$ cat config.mk
export PLATFORM = sky130hd
export DESIGN_NAME = radix_digit_string_converter
export DESIGN_NICKNAME = d
export VERILOG_FILES = /design/src/rtl/rdsc_pkg.sv /design/src/rtl/rdsc_front.sv /design/src/rtl/rdsc_queue.sv /design/src/rtl/rdsc_conv.sv /design/src/rtl/rdsc_emit.sv /design/src/rtl/radix_digit_string_converter.sv
export SDC_FILE = /design/constraint.sdc
export NUM_CORES = 2
export LEC_CHECK = 0
export BUFFER_PORTS_ARGS = -buffer_cell sky130_fd_sc_hd__buf_2
export CAP_MARGIN = 15
export CORE_MARGIN = 2
export CORE_UTILIZATION = 45
export DETAILED_ROUTE_END_ITERATION = 6
export GPL_ROUTABILITY_DRIVEN = 0
export GPL_TIMING_DRIVEN = 0
export MAX_ROUTING_LAYER = met4
export PLACE_DENSITY_LB_ADDON = 0.15
export SYNTH_ARGS = -nofsm -noshare
export SYNTH_HDL_FRONTEND = slang
export SYNTH_HIERARCHICAL = 1
export SYNTH_SLANG_ARGS = --single-unit
export TNS_END_PERCENT = 1
$ cat constraint.sdc
create_clock -name clk -period 14.47 [get_ports clk]
set_input_delay 0 -clock clk [delete_from_list [all_inputs] [get_ports clk]]
set_output_delay 0 -clock clk [all_outputs]
set_load 0.05 [all_outputs]
$ cat src/rtl/rdsc_pkg.sv
// ----------------------------------------------------------------------------
// rdsc_pkg: shared definitions of the radix digit string converter
// Widths, character codes, the padded width table and the item types that
// travel between the front end, the queue, the converter and the emitter.
// ----------------------------------------------------------------------------
package rdsc_pkg;

	localparam int VALUE_BITS  = 64;
	localparam int RADIX_BITS  = 5;
	localparam int DIGIT_BITS  = 4;
	localparam int CHAR_BITS   = 7;
	localparam int NUM_DIGITS  = VALUE_BITS;
	localparam int IDX_BITS    = $clog2(NUM_DIGITS);
	localparam int PW_BITS     = VALUE_BITS + 5;
	localparam int QUEUE_DEPTH = 2;
	localparam int QPTR_BITS   = $clog2(QUEUE_DEPTH);
	localparam int QCNT_BITS   = $clog2(QUEUE_DEPTH + 1);
	localparam int RADIX_LO    = 2;
	localparam int RADIX_HI    = 16;
	localparam int TAB_SIZE    = 2 ** RADIX_BITS;

	localparam logic [RADIX_BITS-1:0] RADIX_MIN = RADIX_BITS'(RADIX_LO);
	localparam logic [RADIX_BITS-1:0] RADIX_MAX = RADIX_BITS'(RADIX_HI);

	localparam logic [DIGIT_BITS-1:0] DEC_DIGITS = DIGIT_BITS'(10);

	localparam logic [CHAR_BITS-1:0] CHAR_ZERO = CHAR_BITS'(8'h30);
	localparam logic [CHAR_BITS-1:0] CHAR_NINE = CHAR_BITS'(8'h39);
	localparam logic [CHAR_BITS-1:0] CHAR_A    = CHAR_BITS'(8'h41);
	localparam logic [CHAR_BITS-1:0] CHAR_F    = CHAR_BITS'(8'h46);

	typedef logic [TAB_SIZE-1:0][IDX_BITS-1:0]   width_tab_t;
	typedef logic [NUM_DIGITS-1:0][DIGIT_BITS-1:0] digits_t;

	// Classified input item as it waits in the queue.
	typedef struct packed {
		logic [VALUE_BITS-1:0] num;
		logic [RADIX_BITS-1:0] base;
		logic [IDX_BITS-1:0]   wm1;
		logic                  bad;
	} item_t;

	// Finished conversion handed from the converter to the emitter.
	typedef struct packed {
		digits_t             digs;
		logic [IDX_BITS-1:0] wm1;
		logic                bad;
	} result_t;

	// The padded width is the smallest n with base**n >= 2**VALUE_BITS.
	// The table holds that width minus one for every valid base.
	function automatic width_tab_t build_width_tab();
		width_tab_t          tab;
		logic [PW_BITS-1:0]  pw;
		int unsigned         cnt;
		tab = '0;
		for (int b = RADIX_LO; b <= RADIX_HI; b++) begin
			pw  = PW_BITS'(1);
			cnt = 0;
			for (int n = 0; n < VALUE_BITS; n++) begin
				if (pw[PW_BITS-1:VALUE_BITS] == '0) begin
					pw  = PW_BITS'(pw * PW_BITS'(b));
					cnt = cnt + 1;
				end
			end
			tab[b] = IDX_BITS'(cnt - 1);
		end
		return tab;
	endfunction

	localparam width_tab_t WIDTH_M1_TAB = build_width_tab();

	function automatic logic [CHAR_BITS-1:0] digit_glyph(logic [DIGIT_BITS-1:0] d);
		logic [CHAR_BITS-1:0] ch;
		if (d < DEC_DIGITS) begin
			ch = CHAR_ZERO + CHAR_BITS'(d);
		end else begin
			ch = CHAR_A + CHAR_BITS'(d - DEC_DIGITS);
		end
		return ch;
	endfunction

endpackage

$ cat src/rtl/rdsc_front.sv
// ----------------------------------------------------------------------------
// rdsc_front: command intake and classification
// Registers an accepted command, checks the base and looks up the padded
// width, then offers the classified item to the queue.
// ----------------------------------------------------------------------------
module rdsc_front (
	input  logic                            clk,
	input  logic                            arst_n,
	input  logic                            start,
	input  logic [rdsc_pkg::VALUE_BITS-1:0] number,
	input  logic [rdsc_pkg::RADIX_BITS-1:0] radix,
	input  logic                            q_full,
	output logic                            busy,
	output logic                            item_vld,
	output rdsc_pkg::item_t                 item
);

	logic                            vld_s1;
	logic [rdsc_pkg::VALUE_BITS-1:0] num_s1;
	logic [rdsc_pkg::RADIX_BITS-1:0] rad_s1;
	logic                            accept;
	logic                            bad;

	assign busy     = vld_s1 && q_full;
	assign accept   = start && !busy;
	assign item_vld = vld_s1;

	always_ff @(posedge clk or negedge arst_n) begin
		if (!arst_n) begin
			vld_s1 <= 1'b0;
		end else if (accept) begin
			vld_s1 <= 1'b1;
		end else if (!q_full) begin
			vld_s1 <= 1'b0;
		end
	end

	always_ff @(posedge clk) begin
		if (accept) begin
			num_s1 <= number;
			rad_s1 <= radix;
		end
	end

	always_comb begin
		bad       = (rad_s1 < rdsc_pkg::RADIX_MIN) || (rad_s1 > rdsc_pkg::RADIX_MAX);
		item.num  = num_s1;
		item.base = rad_s1;
		item.bad  = bad;
		item.wm1  = bad ? '0 : rdsc_pkg::WIDTH_M1_TAB[rad_s1];
	end

endmodule

$ cat src/rtl/rdsc_queue.sv
// ----------------------------------------------------------------------------
// rdsc_queue: short item queue
// A two-entry first-in first-out buffer that decouples the front end from
// the converter.
// ----------------------------------------------------------------------------
module rdsc_queue (
	input  logic            clk,
	input  logic            arst_n,
	input  logic            push_vld,
	input  rdsc_pkg::item_t push_item,
	output logic            full,
	output logic            pop_vld,
	output rdsc_pkg::item_t pop_item,
	input  logic            pop
);

	rdsc_pkg::item_t                 entry_q [rdsc_pkg::QUEUE_DEPTH];
	logic [rdsc_pkg::QPTR_BITS-1:0]  wr_ptr_q;
	logic [rdsc_pkg::QPTR_BITS-1:0]  rd_ptr_q;
	logic [rdsc_pkg::QCNT_BITS-1:0]  cnt_q;
	logic                            push;
	logic                            do_pop;

	assign full     = (cnt_q == rdsc_pkg::QCNT_BITS'(rdsc_pkg::QUEUE_DEPTH));
	assign pop_vld  = (cnt_q != '0);
	assign pop_item = entry_q[rd_ptr_q];
	assign push     = push_vld && !full;
	assign do_pop   = pop && pop_vld;

	always_ff @(posedge clk or negedge arst_n) begin
		if (!arst_n) begin
			wr_ptr_q <= '0;
			rd_ptr_q <= '0;
			cnt_q    <= '0;
		end else begin
			if (push) begin
				wr_ptr_q <= wr_ptr_q + 1'b1;
			end
			if (do_pop) begin
				rd_ptr_q <= rd_ptr_q + 1'b1;
			end
			if (push && !do_pop) begin
				cnt_q <= cnt_q + 1'b1;
			end else if (do_pop && !push) begin
				cnt_q <= cnt_q - 1'b1;
			end
		end
	end

	always_ff @(posedge clk) begin
		if (push) begin
			entry_q[wr_ptr_q] <= push_item;
		end
	end

endmodule

$ cat src/rtl/rdsc_conv.sv
// ----------------------------------------------------------------------------
// rdsc_conv: shift-and-double base converter
// Shifts the number in one bit per cycle, most significant first, and
// doubles a row of base-b digit cells. The carries between the cells are
// resolved by one wide add of their generate and propagate terms.
// ----------------------------------------------------------------------------
module rdsc_conv (
	input  logic              clk,
	input  logic              arst_n,
	input  logic              q_vld,
	input  rdsc_pkg::item_t   q_item,
	output logic              pop,
	output logic              res_vld,
	output rdsc_pkg::result_t res,
	input  logic              take
);

	localparam int N = rdsc_pkg::NUM_DIGITS;

	logic                            run_q;
	logic                            done_q;
	logic [rdsc_pkg::IDX_BITS-1:0]   cnt_q;
	logic [rdsc_pkg::VALUE_BITS-1:0] num_q;
	rdsc_pkg::digits_t               dig_q;
	rdsc_pkg::digits_t               dig_nx;
	logic [rdsc_pkg::RADIX_BITS-1:0] base_q;
	logic [rdsc_pkg::IDX_BITS-1:0]   wm1_q;
	logic                            bad_q;
	logic [N:0]                      pp;
	logic [N:0]                      gg;
	logic [N:0]                      sum;
	logic [N:0]                      carr;
	logic [rdsc_pkg::RADIX_BITS-1:0] dbl [N];

	assign pop     = q_vld && !run_q && (!done_q || take);
	assign res_vld = done_q;

	always_comb begin
		for (int i = 0; i < N; i++) begin
			pp[i] = {dig_q[i], 1'b1} >= base_q;
			gg[i] = {dig_q[i], 1'b0} >= base_q;
		end
		pp[N] = 1'b0;
		gg[N] = 1'b0;
		sum     = pp + gg + (N + 1)'(num_q[rdsc_pkg::VALUE_BITS-1]);
		carr[0] = num_q[rdsc_pkg::VALUE_BITS-1];
		for (int i = 1; i <= N; i++) begin
			carr[i] = sum[i] ^ pp[i] ^ gg[i];
		end
		for (int i = 0; i < N; i++) begin
			dbl[i] = {dig_q[i], carr[i]};
			if (carr[i+1]) begin
				dig_nx[i] = rdsc_pkg::DIGIT_BITS'(dbl[i] - base_q);
			end else begin
				dig_nx[i] = dbl[i][rdsc_pkg::DIGIT_BITS-1:0];
			end
		end
	end

	always_ff @(posedge clk or negedge arst_n) begin
		if (!arst_n) begin
			run_q  <= 1'b0;
			done_q <= 1'b0;
			cnt_q  <= '0;
		end else if (pop) begin
			run_q  <= !q_item.bad;
			done_q <= q_item.bad;
			cnt_q  <= rdsc_pkg::IDX_BITS'(rdsc_pkg::VALUE_BITS - 1);
		end else begin
			if (take) begin
				done_q <= 1'b0;
			end
			if (run_q) begin
				cnt_q <= cnt_q - 1'b1;
				if (cnt_q == '0) begin
					run_q  <= 1'b0;
					done_q <= 1'b1;
				end
			end
		end
	end

	always_ff @(posedge clk) begin
		if (pop) begin
			num_q  <= q_item.num;
			dig_q  <= '0;
			base_q <= q_item.base;
			wm1_q  <= q_item.wm1;
			bad_q  <= q_item.bad;
		end else if (run_q) begin
			num_q <= num_q << 1;
			dig_q <= dig_nx;
		end
	end

	always_comb begin
		res.digs = dig_q;
		res.wm1  = wm1_q;
		res.bad  = bad_q;
	end

endmodule

$ cat src/rtl/rdsc_emit.sv
// ----------------------------------------------------------------------------
// rdsc_emit: digit character emitter
// Takes a finished conversion and sends its digits out most significant
// first, one character per cycle, or one error result for a bad base.
// ----------------------------------------------------------------------------
module rdsc_emit (
	input  logic                           clk,
	input  logic                           arst_n,
	input  logic                           res_vld,
	input  rdsc_pkg::result_t              res,
	output logic                           take,
	output logic                           strobe,
	output logic [rdsc_pkg::CHAR_BITS-1:0] digit_char,
	output logic                           last_digit,
	output logic                           bad_radix
);

	localparam int N = rdsc_pkg::NUM_DIGITS;

	logic                           act_q;
	logic [rdsc_pkg::IDX_BITS-1:0]  cnt_q;
	logic [rdsc_pkg::IDX_BITS-1:0]  wm1_q;
	rdsc_pkg::digits_t              sreg_q;
	logic                           stb_q;
	logic [rdsc_pkg::CHAR_BITS-1:0] char_q;
	logic                           last_q;
	logic                           bad_q;

	assign take       = res_vld && !act_q;
	assign strobe     = stb_q;
	assign digit_char = char_q;
	assign last_digit = last_q;
	assign bad_radix  = bad_q;

	always_ff @(posedge clk or negedge arst_n) begin
		if (!arst_n) begin
			act_q <= 1'b0;
			cnt_q <= '0;
			stb_q <= 1'b0;
		end else begin
			stb_q <= act_q || (take && res.bad);
			if (take) begin
				act_q <= !res.bad;
				cnt_q <= res.wm1;
			end else if (act_q) begin
				cnt_q <= cnt_q - 1'b1;
				if (cnt_q == '0) begin
					act_q <= 1'b0;
				end
			end
		end
	end

	always_ff @(posedge clk) begin
		if (act_q) begin
			char_q <= rdsc_pkg::digit_glyph(sreg_q[wm1_q]);
			last_q <= (cnt_q == '0);
			bad_q  <= 1'b0;
			sreg_q <= {sreg_q[N-2:0], rdsc_pkg::DIGIT_BITS'(0)};
		end else if (take) begin
			sreg_q <= res.digs;
			wm1_q  <= res.wm1;
			char_q <= '0;
			last_q <= 1'b1;
			bad_q  <= res.bad;
		end
	end

endmodule

$ cat src/rtl/radix_digit_string_converter.sv
// ----------------------------------------------------------------------------
// radix_digit_string_converter: number to zero-padded digit string
// Converts a 64-bit unsigned number to its digits in a base from 2 to 16
// and sends them out as ASCII characters, most significant digit first.
// ----------------------------------------------------------------------------
// A command transfers when start is high and busy is low. The string is
// padded with leading zeros to the digit count of the largest 64-bit value
// in that base (64 digits in base 2, 20 in base 10, 16 in base 16). Every
// result is shown for exactly one cycle with strobe high and must be taken
// then; the final character carries last_digit. A base outside 2 to 16
// gives a single result with bad_radix and last_digit set and a zero
// character. The converter shifts in one bit of the number per cycle and
// runs while the previous string is being sent, which gives one digit per
// cycle on the output. A rejected base skips the conversion; its result
// passes through the front register, the queue, the converter's done flag
// and the emitter's output registers. Commands are held in a two-entry
// queue before the converter.
module radix_digit_string_converter (
	input  logic                            clk,
	input  logic                            arst_n,
	input  logic                            start,
	output logic                            busy,
	input  logic [63:0]                     number,
	input  logic [rdsc_pkg::RADIX_BITS-1:0] radix,
	output logic                            strobe,
	output logic [rdsc_pkg::CHAR_BITS-1:0]  digit_char,
	output logic                            last_digit,
	output logic                            bad_radix
);

	logic              front_vld;
	rdsc_pkg::item_t   front_item;
	logic              q_full;
	logic              q_vld;
	rdsc_pkg::item_t   q_item;
	logic              q_pop;
	logic              res_vld;
	rdsc_pkg::result_t res;
	logic              res_take;

	rdsc_front u_front (
		.clk      (clk),
		.arst_n   (arst_n),
		.start    (start),
		.number   (number[rdsc_pkg::VALUE_BITS-1:0]),
		.radix    (radix),
		.q_full   (q_full),
		.busy     (busy),
		.item_vld (front_vld),
		.item     (front_item)
	);

	rdsc_queue u_queue (
		.clk       (clk),
		.arst_n    (arst_n),
		.push_vld  (front_vld),
		.push_item (front_item),
		.full      (q_full),
		.pop_vld   (q_vld),
		.pop_item  (q_item),
		.pop       (q_pop)
	);

	rdsc_conv u_conv (
		.clk     (clk),
		.arst_n  (arst_n),
		.q_vld   (q_vld),
		.q_item  (q_item),
		.pop     (q_pop),
		.res_vld (res_vld),
		.res     (res),
		.take    (res_take)
	);

	rdsc_emit u_emit (
		.clk        (clk),
		.arst_n     (arst_n),
		.res_vld    (res_vld),
		.res        (res),
		.take       (res_take),
		.strobe     (strobe),
		.digit_char (digit_char),
		.last_digit (last_digit),
		.bad_radix  (bad_radix)
	);

	// An error result is a complete string of one zero character.
	a_bad_result: assert property (@(posedge clk) disable iff (!arst_n)
		strobe && bad_radix |-> last_digit && (digit_char == '0))
		else $error("bad radix result without last flag or with a character");

	// Digits of one string leave on consecutive cycles with no gap.
	a_no_gap: assert property (@(posedge clk) disable iff (!arst_n)
		strobe && !last_digit |=> strobe && !bad_radix)
		else $error("digit string interrupted");

	// Every digit result is a legal glyph.
	a_glyph: assert property (@(posedge clk) disable iff (!arst_n)
		strobe && !bad_radix |->
			((digit_char >= rdsc_pkg::CHAR_ZERO) && (digit_char <= rdsc_pkg::CHAR_NINE)) ||
			((digit_char >= rdsc_pkg::CHAR_A) && (digit_char <= rdsc_pkg::CHAR_F)))
		else $error("digit character out of range");

endmodule
Word-level counts from Yosys, hierarchy flattened. Memory sizes are Yosys's and may differ from the RTL's. A register that Yosys moved wholly into a read port is not among the register bits. Index checks and enable logic that the tools add are counted.

Bits in registers: 693. Input port bits: 72. Bits in read-only memories: 192. Memory bits (writable): 152. Word-level logic and storage cells: 614. Output and inout port bits: 11. Latch bits: 0. Memories: 2.

Reductions and logical operators: 29. Divide/modulo/power cells: 0. Multipliers: 0. Mux-type cells: 98. Equal/unequal tests: 2. Add/subtract/negate cells: 75. Bitwise gates (word level): 127. $lt $le $gt $ge: 133. Shifts and indexed selects: 0.

Memories: (no name shown) (depth 32, width 6, rd ports 1, clocked after Yosys merged registers in 1, write ports 0, RTL line rdsc_front.sv:50) `item.wm1 = bad ? '0 : rdsc_pkg::WIDTH_M1_TAB[rad_s1];`; u_queue.entry_q (depth 2, width 76, rd ports 1, clocked after Yosys merged registers in 0, write ports 1, RTL line rdsc_queue.sv:17) `rdsc_pkg::item_t entry_q [rdsc_pkg::QUEUE_DEPTH];`.

Operators by type and width (number): 5-bit >= comparator (128); 256-bit two-way mux (2); 4-bit two-way mux (65); 4-bit subtractor (64); 64-bit two-way mux (2); 1-bit bitwise XOR (126); 64-bit by 64-bit adder with 65-bit output (1); 65-bit by 1-bit adder with 65-bit output (1); 6-bit two-way mux (6); 4-bit binary-select mux with 6-bit select (1); 7-bit two-way mux (3); 1-bit two-way mux (16); 6-bit zero test (2); 6-bit by 1-bit subtractor with 6-bit output (second input constant) (2); 1-bit logical AND (10); 1-bit zero test (9); 2-bit nonzero test (4); 6-bit by 4-bit adder with 7-bit output (first input constant) (1); 7-bit adder (first input constant) (1); 6-bit by 7-bit less-than comparator with 1-bit output (second input constant) (1); 5-bit by 6-bit less-than comparator with 1-bit output (second input constant) (1); 5-bit greater-than comparator (second input constant) (1); 5-bit by 2-bit less-than comparator with 1-bit output (second input constant) (1); 5-bit two-way mux (1); other kinds (11) (15).

Longest topological paths before layout.
Depth in word-level cells: 8. Depth in mapped cells: 31. Depth with buffers taken out: 28.

Cells and area by module. The synthesis kept the hierarchy.

By module, submodules not included: rdsc_conv (seq. area each 7607.3 um^2, area each 32065.8 um^2, cells each 3601, instances 1); rdsc_emit (seq. area each 8287.9 um^2, area each 13381.6 um^2, cells each 833, instances 1); rdsc_queue (seq. area each 4664.5 um^2, area each 5818.1 um^2, cells each 256, instances 1); rdsc_front (seq. area each 2217.1 um^2, area each 2688.8 um^2, cells each 141, instances 1).

Worst setup path after synthesis. OpenSTA, ideal clock, no wires.

Path type: reg2reg. Start: register u_conv/base_q[1] (netlist bit). End: register u_conv.dig_q (netlist bit u_conv/res[224]). Cell stages (with the launch flop): 24. Setup time: 117 ps. Buffers on the path: 0. Data arrival time: 10614 ps. Data required time: 14353 ps. Slack: 3739 ps. Clock period less this slack: 10731 ps. Path through: edfxtp_1 -> inv_1 -> ha_1 -> o21a_1 -> o21a_1 -> o21ai_0 -> nand2b_1 -> ha_1 -> a21oi_1 -> inv_1 -> fa_1 -> a211o_1 -> o211ai_1 -> a211oi_1 -> a21bo_2 -> a22oi_1 -> a21o_1 -> o31ai_1 -> xnor2_1 -> inv_1 -> ha_1 -> fa_1 -> mux2i_1 -> a22o_1.

Longest elaborated chain between the ends: 7. Elaborated cells between the ends (all ways): 120. Those cells by class: add/sub (3); order compare (112); mux (1); bitwise (4).

RTL lines: start, declared (RTL line rdsc_conv.sv:26) `logic [rdsc_pkg::RADIX_BITS-1:0] base_q;`; start signal, assigned (RTL line rdsc_conv.sv:87) `base_q <= q_item.base;`; 5-bit >= comparator, on equally long branches (RTL line rdsc_conv.sv:40, rdsc_conv.sv:41); 64-bit by 64-bit adder with 65-bit output (RTL line rdsc_conv.sv:45) `sum = pp + gg + (N + 1)'(num_q[rdsc_pkg::VALUE_BITS-1]);`; 65-bit by 1-bit adder with 65-bit output (RTL line rdsc_conv.sv:45); 1-bit bitwise XOR (2 in series) (RTL line rdsc_conv.sv:48) `carr[i] = sum[i] ^ pp[i] ^ gg[i];`; 4-bit subtractor (RTL line rdsc_conv.sv:53) `dig_nx[i] = rdsc_pkg::DIGIT_BITS'(dbl[i] - base_q);`; 4-bit two-way mux (*) (RTL line rdsc_conv.sv:52) `if (carr[i+1]) begin`; end signal, assigned (RTL line rdsc_conv.sv:92) `dig_q <= dig_nx;`; end, declared (RTL line rdsc_conv.sv:24) `rdsc_pkg::digits_t dig_q;`.

Every way passes the cells marked *; elsewhere a longest branch is shown, timed or not. A chain may end at the register's enable or synchronous reset.

Final worst setup path.
Start: register u_conv/base_q[0] (netlist bit). End: register u_conv.dig_q (netlist bit u_conv/res[241]).

The elaborated chain is that of the path after synthesis.

==> results.cfg <==
[synthesis]
yosys_warnings = 6
netlist_area_sq_um = 54000
synthesis.nets = 5425
avgSynthCellArea_sq_um = 11.2
synth-edff-count = 563
synthArstFlopShare = 0.0247
synth_cell_types = 101
synth-seq-cells = 851
yosysSeqAreaShare = 0.422
synthFlopType = edfxtp_1
syn-instance-count = 4831

[drt]
viasPerCell = 6.01
drtIter0Drc = 4333
first_pass_iters = 6
routed_wl_um = 180000
drtAntennaViolNets = 0
drc_errors = 0
routedWlPerCell_um = 26.2
vias = 41400

[final_layout]
drive_gt1_frac = 0.115
n_antenna_cell = 0
multiInputGateArea_sq_um = 29500
fin_nets = 5787
synthToLayoutAreaGrowth_pct = 14.8
final_cell_mix = 563 x edfxtp_1, 457 x ha_1, 324 x nand2_1
regArea_sq_um = 22800
fillers = 10700
mostFrequentLayoutCell = edfxtp_1

[clocking]
cts.clk_slew.worst_paths_ps = 60
cts_tree = done
clk_path_buf_depth = 3
cts_root_buf = clkbuf_16
cts_htree_levels = 3
cts.sinks = 851
numCtsBuffers = 95
clock_latency_ps = 720
post_cts_buffers = 0

[critical_path]
worstReg2RegStart = u_conv/base_q[0]
rr_worst_depth = 29
crit_fanout = 13
arrival_ps = 10780
rr_endpoint = u_conv/res[241]
r2r_slack_ps = 4240
required_ps = 15010
critPathBufInv = 8
timing_worst_setup_path_type = register to register
cpPeakStageDelay_ps = 780
cp_top_family = compound AO/OA/AOI/OAI gates
crit_slowest_cell = a22oi_1
startpoint = u_conv/base_q[0]
crit_path_end_kind = register
start_kind = register

[sta]
slew_viol_final = 0
fin_crit_ps = 10230
fmax_mhz = 97.7
hold_viol_final = 0
fin_ws_ps = 4240
setup_violations = 0
skew_ps = 38.8
period_share = 0.707
worstMarginPinSlew_ps = 1350
relSlewSlack = 0.100
grt_setup_unrepaired = false

[global_route]
grt_max_degree = 78
grt_usage = 0.300
grt_pass1_wl_um = 264000
grt_pass1_vias = 39900
grt_use_met1 = 0.388
gr-total-overflow = 0
antenna_found_initial = 5
grtUsageMet2 = 0.469
grt.busiest_layer = met2
use_met3 = 0.0458

[placement]
hpwlAfterDp_um = 128000
place_ws_ps = 4340
port_buffers = 82

[worst_hold_path]
whs_path_depth = 2
hold_path.class = input pin to register
holdPathEnd = u_front/num_s1[57]
worstHoldStart = number[57]

[outcome]
status = completed

[flow_run]
drv_cap = 0

[floorplanning]
io_pins = 83
initial_utilization = 0.452
die-area_sq_um = 123000
core-area_sq_um = 119000
fp.dieH_um = 350
die_x_um = 350
placementRows = 127
[state kept, by name, summed over array words and instances (netlist names), 5 cells and up, named ones only]
| name | count |
|---|---|
| u_conv/num_q | 64 |
| u_conv/res | 256 |
| u_queue/entry_q | 152 |
| u_emit/wm1_q | 6 |
| u_emit/sreg_q | 256 |
| u_conv/cnt_q | 6 |
| u_emit/digit_char | 7 |
| u_front/rad_s1 | 5 |
| u_emit/cnt_q | 6 |
| u_conv/wm1_q | 6 |
| u_conv/base_q | 5 |
| u_front/num_s1 | 64 |
[worst register-to-register path, delay by kind of cell, from the launching register on]
kind	cells	cell delay [ps]
AOI/OAI and AO/OA	12	3450
xor gates and xnor gates	2	880
adders and majority gates	4	1380
buffers and inverters	8	3240
DFF	1	770
muxes	1	130
and+or+nand+nor	2	190
[cell usage after synthesis, types with 17 or more instances]
library cell	number	area share
o211ai_1	19	0.0026
xor2_1	81	0.013
fa_1	65	0.024
clkbuf_1	173	0.012
a21oi_1	222	0.021
nand2b_1	135	0.016
xnor3_1	22	0.0092
inv_1	209	0.015
nand3_1	92	0.0085
nor3_1	26	0.0024
o31ai_1	27	0.0038
nand2_1	324	0.023
buf_2	17	0.0016
dfrtp_1	21	0.0097
edfxtp_1	563	0.31
a21boi_0	45	0.0063
nor2b_1	92	0.011
o22ai_1	72	0.0083
dfxtp_1	267	0.099
nor2_1	134	0.0093
mux2_4	33	0.0092
xnor2_1	190	0.031
a21o_1	176	0.024
and2_1	21	0.0024
mux2i_1	167	0.031
nand4_1	25	0.0029
a22o_1	283	0.046
mux2_2	138	0.029
ha_1	457	0.11
o21a_1	114	0.016
o21ai_0	312	0.029
mux4_2	69	0.029
[kinds of logic after synthesis]
| kind of cell | Yosys count | share of synthesized area |
|---|---|---|
| DFF | 851 | 0.422 |
| adders and majority gates | 522 | 0.130 |
| xor gates and xnor gates | 295 | 0.0539 |
| and+or+nand+nor | 915 | 0.0837 |
| buffers and inverters | 427 | 0.0319 |
| muxes | 411 | 0.0987 |
| AOI/OAI and AO/OA | 1410 | 0.180 |
[metal layers]
layer  routed length, um  up-vias  share of wire
met5                   0        -              0
met1               75700    20400           0.42
li1                    -    18800              -
met4                8860        0          0.049
met2               82000     1734           0.46
met3               13600      401          0.076
[layout make-up]
cell class	instances	share of cell area
Multi-Input combinational cell	3553	0.476
Sequential cell	851	0.368
Timing Repair Buffer	265	0.0452
Clock buffer	132	0.0416
Tap cell	1612	0.0326
Buffer	217	0.0153
Inverter	210	0.0130
Clock inverter	47	0.00917
[worst max-delay path by stage]
stage                      end  slack [ps]  cells after the start
2_1_floorplan  u_conv/res[224]        3740                     23
5_1_grt        u_conv/res[241]        3980                     29
3_3_place_gp   u_conv/res[241]       -6150                     24
3_5_place_dp   u_conv/res[241]        4340                     29
6_report       u_conv/res[241]        4240                     29
4_1_cts        u_conv/res[241]        4300                     29
[metrics by stage]
stage	setup TNS, ps	util	instance area [sq um]	std cells	hold slack (ps)
final	0	0.519	62000	6887	70.1
after global routing	0	0.519	62000	6887	50.8
after CTS	0	0.518	61900	6885	8.48
after detailed placement	0	0.480	57400	6569	40.7
after global placement	-1304790	0.472	56400	6525	46.3
after floorplan	0	-	54000	4831	-296
[timing repair]
action                     in CTS  in global routing
hold endpoints to repair       98                  0
setup endpoints to repair       0                  0
hold buffers                  137                  0
gates resized for setup         0                  0
Power is left out: the tool's default activity adds up to more than one toggle a clock period on the data nets, which glitch-free logic cannot reach.
